[src/bdu_pkg.sv]
// Shared constants and types of the branch-distance unit.
`default_nettype none

package bdu_pkg;

	// Default operand and distance widths.
	localparam int unsigned OPERAND_WIDTH_DEF  = 32;
	localparam int unsigned DISTANCE_WIDTH_DEF = 48;

	// Offset register.
	localparam int unsigned K_WIDTH = 8;
	localparam logic [K_WIDTH-1:0] K_RESET = 8'd1;

	// Function codes.
	localparam int unsigned FUNC_WIDTH = 4;

	typedef enum logic [FUNC_WIDTH-1:0] {
		FUNC_GT  = 4'd0,
		FUNC_GE  = 4'd1,
		FUNC_LT  = 4'd2,
		FUNC_LE  = 4'd3,
		FUNC_EQ  = 4'd4,
		FUNC_NE  = 4'd5,
		FUNC_AND = 4'd6,
		FUNC_OR  = 4'd7,
		FUNC_NOT = 4'd8
	} func_t;

endpackage

`default_nettype wire

[src/branch_distance_unit_top.sv]
// Branch-distance unit: comparisons and logical combines with saturating distances.
//
//   Channel | Direction | Handshake             | Payload
//   --------+-----------+-----------------------+-----------------------------------------
//   in      | input     | in_valid / in_ready   | func, operands, lhs and rhs sub-results
//   out     | output    | out_valid / out_ready | outcome, true_distance, false_distance
//   cfg     | input     | cfg_valid / cfg_ready | k_offset
//
// One beat per cycle on each channel while the output is not stalled; an input beat passes
// the input register and then the result register around the single evaluation stage.
// The evaluation path is one operand subtract, one add of the offset and a saturation compare.
// Reset clears the valid bits and sets the offset to one; cfg_ready is always high.
// A stalled output holds its beat; the input register keeps taking beats while the
// result register is free or being emptied.
`default_nettype none

module branch_distance_unit_top #(
	parameter int unsigned OPERAND_WIDTH  = bdu_pkg::OPERAND_WIDTH_DEF,
	parameter int unsigned DISTANCE_WIDTH = bdu_pkg::DISTANCE_WIDTH_DEF
) (
	input  wire                                    clk,
	input  wire                                    arst_n,
	// Configuration channel.
	input  wire                                    cfg_valid,
	output logic                                   cfg_ready,
	input  wire        [bdu_pkg::K_WIDTH-1:0]      k_offset,
	// Input channel.
	input  wire                                    in_valid,
	output logic                                   in_ready,
	input  wire        [bdu_pkg::FUNC_WIDTH-1:0]   func,
	input  wire signed [OPERAND_WIDTH-1:0]         left_operand,
	input  wire signed [OPERAND_WIDTH-1:0]         right_operand,
	input  wire                                    lhs_outcome,
	input  wire        [DISTANCE_WIDTH-1:0]        lhs_true_dist,
	input  wire        [DISTANCE_WIDTH-1:0]        lhs_false_dist,
	input  wire                                    rhs_outcome,
	input  wire        [DISTANCE_WIDTH-1:0]        rhs_true_dist,
	input  wire        [DISTANCE_WIDTH-1:0]        rhs_false_dist,
	// Output channel.
	output logic                                   out_valid,
	input  wire                                    out_ready,
	output logic                                   outcome,
	output logic       [DISTANCE_WIDTH-1:0]        true_distance,
	output logic       [DISTANCE_WIDTH-1:0]        false_distance
);

	localparam int unsigned SUM_W =
		((OPERAND_WIDTH > DISTANCE_WIDTH) ? OPERAND_WIDTH : DISTANCE_WIDTH) + 1;
	localparam logic [DISTANCE_WIDTH-1:0] DIST_MAX = {DISTANCE_WIDTH{1'b1}};

	// Offset register.
	logic [bdu_pkg::K_WIDTH-1:0] k_q;

	// Input register.
	logic                              valid_s1;
	logic [bdu_pkg::FUNC_WIDTH-1:0]    func_s1;
	logic signed [OPERAND_WIDTH-1:0]   left_s1;
	logic signed [OPERAND_WIDTH-1:0]   right_s1;
	logic                              lhs_out_s1;
	logic [DISTANCE_WIDTH-1:0]         lhs_td_s1;
	logic [DISTANCE_WIDTH-1:0]         lhs_fd_s1;
	logic                              rhs_out_s1;
	logic [DISTANCE_WIDTH-1:0]         rhs_td_s1;
	logic [DISTANCE_WIDTH-1:0]         rhs_fd_s1;

	// Result register.
	logic                              valid_s2;
	logic                              outcome_s2;
	logic [DISTANCE_WIDTH-1:0]         td_s2;
	logic [DISTANCE_WIDTH-1:0]         fd_s2;

	// Evaluation signals.
	logic                              s1_advance;
	logic                              a_gt;
	logic                              a_eq;
	logic                              a_ge;
	logic [OPERAND_WIDTH-1:0]          mag;
	logic [SUM_W-1:0]                  dk_sum;
	logic [DISTANCE_WIDTH-1:0]         dist_k;
	logic [DISTANCE_WIDTH:0]           td_sum;
	logic [DISTANCE_WIDTH:0]           fd_sum;
	logic [DISTANCE_WIDTH-1:0]         td_sat;
	logic [DISTANCE_WIDTH-1:0]         fd_sat;
	logic [DISTANCE_WIDTH-1:0]         td_min;
	logic [DISTANCE_WIDTH-1:0]         fd_min;
	logic                              is_cmp;
	logic                              cmp_res;
	logic                              res_c;
	logic [DISTANCE_WIDTH-1:0]         td_c;
	logic [DISTANCE_WIDTH-1:0]         fd_c;

	// Handshake: the input register moves on whenever the result register can take it.
	assign s1_advance = !valid_s2 || out_ready;
	assign in_ready   = !valid_s1 || s1_advance;
	assign cfg_ready  = 1'b1;

	assign out_valid      = valid_s2;
	assign outcome        = outcome_s2;
	assign true_distance  = td_s2;
	assign false_distance = fd_s2;

	// Offset register write.
	always_ff @(posedge clk or negedge arst_n) begin
		if (!arst_n) begin
			k_q <= bdu_pkg::K_RESET;
		end else if (cfg_valid) begin
			k_q <= k_offset;
		end
	end

	// Valid bits of both stages.
	always_ff @(posedge clk or negedge arst_n) begin
		if (!arst_n) begin
			valid_s1 <= 1'b0;
			valid_s2 <= 1'b0;
		end else begin
			if (in_ready) begin
				valid_s1 <= in_valid;
			end
			if (s1_advance) begin
				valid_s2 <= valid_s1;
			end
		end
	end

	// Input register payload.
	always_ff @(posedge clk) begin
		if (in_valid && in_ready) begin
			func_s1    <= func;
			left_s1    <= left_operand;
			right_s1   <= right_operand;
			lhs_out_s1 <= lhs_outcome;
			lhs_td_s1  <= lhs_true_dist;
			lhs_fd_s1  <= lhs_false_dist;
			rhs_out_s1 <= rhs_outcome;
			rhs_td_s1  <= rhs_true_dist;
			rhs_fd_s1  <= rhs_false_dist;
		end
	end

	// Operand order and the offset distance |a - b| + k, saturated.
	always_comb begin
		a_gt   = left_s1 > right_s1;
		a_eq   = left_s1 == right_s1;
		a_ge   = a_gt || a_eq;
		mag    = a_ge ? OPERAND_WIDTH'(left_s1 - right_s1)
		              : OPERAND_WIDTH'(right_s1 - left_s1);
		dk_sum = SUM_W'(mag) + SUM_W'(k_q);
		dist_k = (dk_sum > SUM_W'(DIST_MAX)) ? DIST_MAX : dk_sum[DISTANCE_WIDTH-1:0];
	end

	// Sums and minimums of the sub-result distances.
	always_comb begin
		td_sum = {1'b0, lhs_td_s1} + {1'b0, rhs_td_s1};
		fd_sum = {1'b0, lhs_fd_s1} + {1'b0, rhs_fd_s1};
		td_sat = td_sum[DISTANCE_WIDTH] ? DIST_MAX : td_sum[DISTANCE_WIDTH-1:0];
		fd_sat = fd_sum[DISTANCE_WIDTH] ? DIST_MAX : fd_sum[DISTANCE_WIDTH-1:0];
		td_min = (lhs_td_s1 < rhs_td_s1) ? lhs_td_s1 : rhs_td_s1;
		fd_min = (lhs_fd_s1 < rhs_fd_s1) ? lhs_fd_s1 : rhs_fd_s1;
	end

	// Function select. Every comparison has zero distance on the side it already meets
	// and the offset distance on the other side.
	always_comb begin
		is_cmp  = 1'b0;
		cmp_res = 1'b0;
		res_c   = 1'b0;
		td_c    = '0;
		fd_c    = '0;
		case (func_s1)
			bdu_pkg::FUNC_GT: begin
				is_cmp  = 1'b1;
				cmp_res = a_gt;
			end
			bdu_pkg::FUNC_GE: begin
				is_cmp  = 1'b1;
				cmp_res = a_ge;
			end
			bdu_pkg::FUNC_LT: begin
				is_cmp  = 1'b1;
				cmp_res = !a_ge;
			end
			bdu_pkg::FUNC_LE: begin
				is_cmp  = 1'b1;
				cmp_res = !a_gt;
			end
			bdu_pkg::FUNC_EQ: begin
				is_cmp  = 1'b1;
				cmp_res = a_eq;
			end
			bdu_pkg::FUNC_NE: begin
				is_cmp  = 1'b1;
				cmp_res = !a_eq;
			end
			bdu_pkg::FUNC_AND: begin
				if (lhs_out_s1 && rhs_out_s1) begin
					res_c = 1'b1;
					fd_c  = fd_min;
				end else begin
					td_c  = td_sat;
				end
			end
			bdu_pkg::FUNC_OR: begin
				if (lhs_out_s1 || rhs_out_s1) begin
					res_c = 1'b1;
					fd_c  = fd_sat;
				end else begin
					td_c  = td_min;
				end
			end
			bdu_pkg::FUNC_NOT: begin
				res_c = !lhs_out_s1;
				td_c  = lhs_fd_s1;
				fd_c  = lhs_td_s1;
			end
			default: begin
				res_c = 1'b0;
			end
		endcase
		if (is_cmp) begin
			res_c = cmp_res;
			td_c  = cmp_res ? '0 : dist_k;
			fd_c  = cmp_res ? dist_k : '0;
		end
	end

	// Result register payload.
	always_ff @(posedge clk) begin
		if (valid_s1 && s1_advance) begin
			outcome_s2 <= res_c;
			td_s2      <= td_c;
			fd_s2      <= fd_c;
		end
	end

endmodule

`default_nettype wire

[config.mk]
export PLATFORM = sky130hd
export DESIGN_NAME = branch_distance_unit_top
export DESIGN_NICKNAME = d
export VERILOG_FILES = /design/src/bdu_pkg.sv /design/src/branch_distance_unit_top.sv
export SDC_FILE = /design/constraint.sdc
export NUM_CORES = 1
export LEC_CHECK = 0
export BUFFER_PORTS_ARGS = -buffer_cell sky130_fd_sc_hd__buf_4
export CAP_MARGIN = 20
export CORE_ASPECT_RATIO = 1.75
export CORE_MARGIN = 8
export CORE_UTILIZATION = 40
export DETAILED_ROUTE_END_ITERATION = 12
export GPL_TIMING_DRIVEN = 0
export MAX_ROUTING_LAYER = met4
export PLACE_DENSITY = 0.63
export SETUP_SLACK_MARGIN = 0.4
export SLEW_MARGIN = 20
export SYNTH_ARGS = -nofsm -noshare
export SYNTH_HDL_FRONTEND = slang
export SYNTH_SLANG_ARGS = --single-unit
export TNS_END_PERCENT = 50
[constraint.sdc]
create_clock -name clk -period 18.4 [get_ports clk]
set_input_delay 3.68 -clock clk [delete_from_list [all_inputs] [get_ports clk]]
set_output_delay 3.68 -clock clk [all_outputs]
set_load 0.01 [all_outputs]
==> out/metrics.cfg, run 1 <==
[route]
routed_via_density=5.81
drt-pass1-iter-count=9
wl_per_cell_um=28.3
antenna_left=0
drt-initial-drc-count=1738
vias=23600
totalWireLength_um=115000
drcViolationCount=0

[floorplan]
core_area_mm2=0.0653
rows=124
die_area_mm2=0.0749
start_util_pct=40.5
top_level_ports=375
die-width_um=210
die_h_um=356

[worst_setup_path]
critPathCaptureType=primary output
crit_chain=buf_4, nand3b_1, buf_4
required_ps=14720
start_kind=primary input
criticalPathCategory=primary input to primary output
arrival_ps=4170
worst_path_most_repeated_cell=buf_4
max_stage_delay_ps=200
crit_slowest_cell=nand3b_1
crit_fanout=3

[timing]
setup_ws_ps=10550
setup_viol=0
setup_tns_ps=0
max_slew_margin_pct=24.4
fin_skew_ps=23.2
fmax_mhz=127
worstMarginPinSlew_ps=1130
post-route-min-period_ps=7850
rsz0062_at_grt=false
hold_violations=0
drv_slew=0
finalCritPeriodShare_pct=42.7

[place]
dp_slack_ps=10550
place_hpwl_um=95600
gp_congestion=1.02
placedCellCount=3987
io_buffers=372

[logic_synthesis]
synth_top_family_by_area=compound AO/OA/AOI/OAI gates
synthAdderAreaFrac_pct=12.9
ys_seq_elements=369
synthSimpleGateAreaFrac_pct=12.2
synth_xor_area_share_pct=4.89
avgSynthCellArea_um2=9.70
synth.distinct_cells=90
netlist_instances=2725
yosysSeqAreaShare_pct=41.7
syn-num-nets=3269
synthesis.area_mm2=0.0264
synth_warnings=0
synth_enable_flop_cells=359
synth_compound_area_share_pct=19.4
async_flop_share_pct=2.71
synth.area.mux_share_pct=3.27
synth_ff_type=edfxtp_1

[status]
status=finished, final reports clean

[min_path]
min-delay-path-class=flip-flop to flip-flop

[clocking]
cts_tree=done
cts-root-buf=clkbuf_16
cts_buffer_depth=3
clock-sinks=369
cts_buffers=38
htreeDepth=2
worstSkewPairLatency_ps=600
postCtsHoldBufs=0
path_clk_slew_ps=60
cts_resized=0
post_cts_buffers=0

[final_layout]
fillers=6147
drive_above_1_share_pct=16.0
layout_common_cells=buf_4, edfxtp_1, ha_1
layout.nets=3689
syn2layout_area_growth_pct=20.5
final_common_cell=buf_4
stdcell_count=4056

[global_route]
antenna_found_initial=1
grt_max_degree=64
grt_pass1_vias=24300
grt_use_total_pct=30.7
grt_overflow_total=0
grt_pass1_wl_um=162000

[power_and_ir_drop]
peakVddDrop_v=0.0000842
power.density_mw_per_mm2=87.5
p_leak_uw=0.0135

[job]
drv_cap=0

-- power by group --
part / switching, µW / internal [µW] / total, µW
logic: 551 / 322 / 874
clock network: 361 / 464 / 825
registers: 79.0 / 1010 / 1090
total: 991 / 1800 / 2790
-- final timing paths --
check	from	to	slack (ps)	depth (start not counted)
setup reg to reg	right_s1[26]	true_distance[16]	10780	27
min in group asynchronous	arst_n	out_valid	2910	1
max in group asynchronous	arst_n	k_q[0]	15260	1
setup / recovery	out_ready	in_ready	10550	3
hold / removal	valid_s1	out_valid	510	1
hold reg to reg	valid_s1	out_valid	510	1
-- critical path: cells and delay by family --
kind	cells	cell delay, ps
simple gates	1	200
buf+inv	2	290
-- cell usage after synthesis, types with 40 or more instances --
cell	number	area share, %
edfxtp_1	359	41
ha_1	264	13
inv_1	257	3.7
o21ai_0	229	4.3
a21oi_1	225	4.3
nand2_1	205	2.9
nor2_1	202	2.9
clkbuf_1	101	1.4
xnor2_1	99	3.3
mux2i_1	74	2.8
o211ai_1	48	1.4
xor2_1	43	1.4
o21bai_1	40	1.1
-- metrics by stage --
step	utilization, %	cell area, µm²	hold slack, ps	power, µW
after CTS	48.7	31800	522	2800
after global placement	46.4	30300	465	1970
after floorplan	-	26400	449	1590
final	48.7	31800	510	2790
after detailed placement	46.7	30500	497	1960
after global routing	48.7	31800	547	2890
-- cell families after synthesis --
group / Yosys count
AO/OA/AOI/OAI: 807
AND/OR/NAND/NOR: 672
buffers and inverters: 377
flip-flops: 369
adder cells (fa/ha/maj): 269
XOR/XNOR: 145
multiplexers: 85
other: 1
-- flip-flops by register name, summed over array words and instances, names as in the netlist --
register,flops
out_valid,1
false_distance,48
lhs_fd_s1,48
rhs_out_s1,1
func_s1,4
outcome,1
lhs_out_s1,1
rhs_fd_s1,48
valid_s1,1
right_s1,32
rhs_td_s1,48
true_distance,48
k_q,8
left_s1,32
lhs_td_s1,48
-- routing by layer --
metal	up-vias	wire [µm]	GRT usage, %
met5	-	0	-
met1	11300	37400	28.6
met3	394	6240	3.77
met2	1127	59700	55.3
li1	10800	-	-
met4	0	11600	26.3
-- cell type report --
cell class	count	area, µm²	share of cell area, %
multi-input combinational	1979	13900	43.8
clock inverter	24	254	0.798
antenna	2	5.00	0.0157
inverter	257	965	3.03
tap	882	1100	3.47
sequential	369	11000	34.7
buffer	120	512	1.61
timing repair buffer	380	2980	9.37
clock buffer	43	1030	3.25
(Power assumes the default switching activity.)
==> run 2: changes to the inputs <==
- PLACE_DENSITY: 0.63 -> 0.65
- clock period: 18.4 -> 6.7 ns (I/O delays scaled with it)
==> run 2 against run 1 <==
Effect of this change:
- flip-flop and latch count stayed put
- first-iteration DRC count is 4.1% lower
- clock power grew to 2.9 times the previous value
- clock skew is 5.5 ps higher
- power grew to 2.8 times the previous value
- non-clock buffer count is 66 higher
- die area stayed put
- count of clock-buffer cells in the layout is 5 higher
==> out/metrics.cfg, run 2 (same netlist as run 1, synthesis figures left out) <==
[timing]
hold_slack_ps=492  ; -18.3 ps
rsz0062_at_grt=true
fmax_mhz=157
post-route-min-period_ps=6350
finalCritPeriodShare_pct=94.8
drv_slew=0  ; unchanged
worstMarginPinSlew_ps=1140  ; +6.24 ps
hold_violations=0  ; unchanged
fin_skew_ps=28.7  ; +5.48 ps
setup_viol=0  ; unchanged
max_slew_margin_pct=23.1  ; -1.2 points

[global_route]
grt_overflow_total=0  ; unchanged
antenna_found_initial=3  ; +2
grt_pass1_wl_um=157000  ; -3.4%
grt_use_total_pct=29.6  ; -1.2 points
grt_max_degree=57  ; -11%
grt_pass1_vias=24200  ; -0.35%

[floorplan]
die_area_mm2=0.0749  ; unchanged
die-width_um=210  ; unchanged
die_h_um=356  ; unchanged
rows=124  ; unchanged
top_level_ports=375  ; unchanged
core_area_mm2=0.0653  ; unchanged
start_util_pct=40.5  ; unchanged

[route]
drcViolationCount=0  ; unchanged
vias=23700  ; +0.42%
antenna_left=0  ; unchanged
drt-initial-drc-count=1666  ; -4.1%
routed_via_density=5.73  ; -1.3%
drt-pass1-iter-count=6  ; -3
totalWireLength_um=111000  ; -3.6%
wl_per_cell_um=26.8  ; -5.3%

[clocking]
cts_buffer_depth=3  ; unchanged
cts_tree=done
cts-root-buf=clkbuf_16
htreeDepth=2  ; unchanged
worstSkewPairLatency_ps=600  ; about the same
postCtsHoldBufs=0  ; unchanged
clock-sinks=369  ; unchanged
path_clk_slew_ps=60  ; about the same
cts_buffers=40  ; +5.3%

[power_and_ir_drop]
p_leak_uw=0.0140  ; +3.8%
power.density_mw_per_mm2=240  ; +170%
power_uw=7880  ; +180%
peakVddDrop_v=0.000206  ; +140%

[worst_setup_path]
max_stage_delay_ps=630  ; +430 ps
arrival_ps=6680  ; +2510 ps
criticalPathCategory=flip-flop to flip-flop
required_ps=7030  ; -7690 ps
start_kind=flip-flop
critPathCaptureType=flip-flop
crit_buf_inv=6  ; +4
regToRegStartpoint=right_s1[27]
crit_fanout=6  ; +3
cp-startpoint=right_s1[27]
crit_slowest_cell=or4_4
crit_family=simple AND/OR/NAND/NOR gates
r2r_slack_ps=350  ; -10430 ps
path_depth=26  ; +23
r2r_cells=26  ; -3.7%
reg2reg_to=false_distance[21]

[place]
io_buffers=372  ; unchanged
gp_congestion=1.02  ; about the same
place_hpwl_um=90300  ; -5.5%

[final_layout]
finish.utilization_pct=50.3  ; +1.6 points
layout.nets=3757  ; +1.8%
syn2layout_area_growth_pct=24.3
layout_common_cells=buf_4, edfxtp_1, ha_1
final_common_cell=buf_4
drive_above_1_share_pct=19.2  ; +3.2 points

[min_path]
min_from=valid_s1
min-delay-path-class=flip-flop to flip-flop
holdPathStages=1  ; unchanged
holdPathEnd=out_valid

[job]
drv_cap=0  ; unchanged

[status]
status=finished, final reports clean

## run 2: worst max-delay path by stage
stage | end | slack [ps]
5_1_grt | true_distance[20] | 90
4_1_cts | false_distance[21] | 400
3_5_place_dp | true_distance[24] | -630
3_3_place_gp | true_distance[24] | -600
6_report | false_distance[21] | 350
2_1_floorplan | false_distance[28] | 720
## run 2: final cells by class
cell class / count / area [µm²]
Buffer: 120 / 608
Clock buffer: 48 / 1050
Inverter: 257 / 965
Fill cell: 6141 / 32500
Sequential cell: 369 / 11000
Clock inverter: 25 / 309
Antenna cell: 1 / 2.50
Timing Repair Buffer: 446 / 3500
Multi-Input combinational cell: 1979 / 14300
Tap cell: 882 / 1100
## run 2: report_power, final
| group | internal [µW] | switching, µW | total (µW) |
|---|---|---|---|
| logic | 1010 | 1530 | 2540 |
| registers | 2770 | 216 | 2990 |
| clock network | 1370 | 992 | 2360 |
| total | 5150 | 2740 | 7880 |
## run 2: metrics by stage
step / TNS [ps] / instance area (µm²) / std cells / setup slack [ps]
after global placement: -14670 / 30300 / 3979 / -602
after detailed placement: -10480 / 30500 / 3987 / -627
after global routing: 0 / 32900 / 4127 / 88.9
after CTS: 0 / 32500 / 4110 / 404
after floorplan: 0 / 26400 / 2725 / 722
final: 0 / 32900 / 4127 / 346
## run 2: layer usage
metal	part of all wire (%)	track usage (%)	vias up
met2	52	53.1	1137
met1	32	27.2	11200
met3	5.9	4.26	414
met5	0	-	-
met4	10	25.3	0
li1	-	-	10900
## run 2: repair_timing
action | 4_1_cts | 5_1_grt
cloned | 0 | 1
endpoints found under the setup margin | 51 | 40
pin swaps | 32 | 32
gates resized for setup | 59 | 33
buffers inserted | 50 | 15
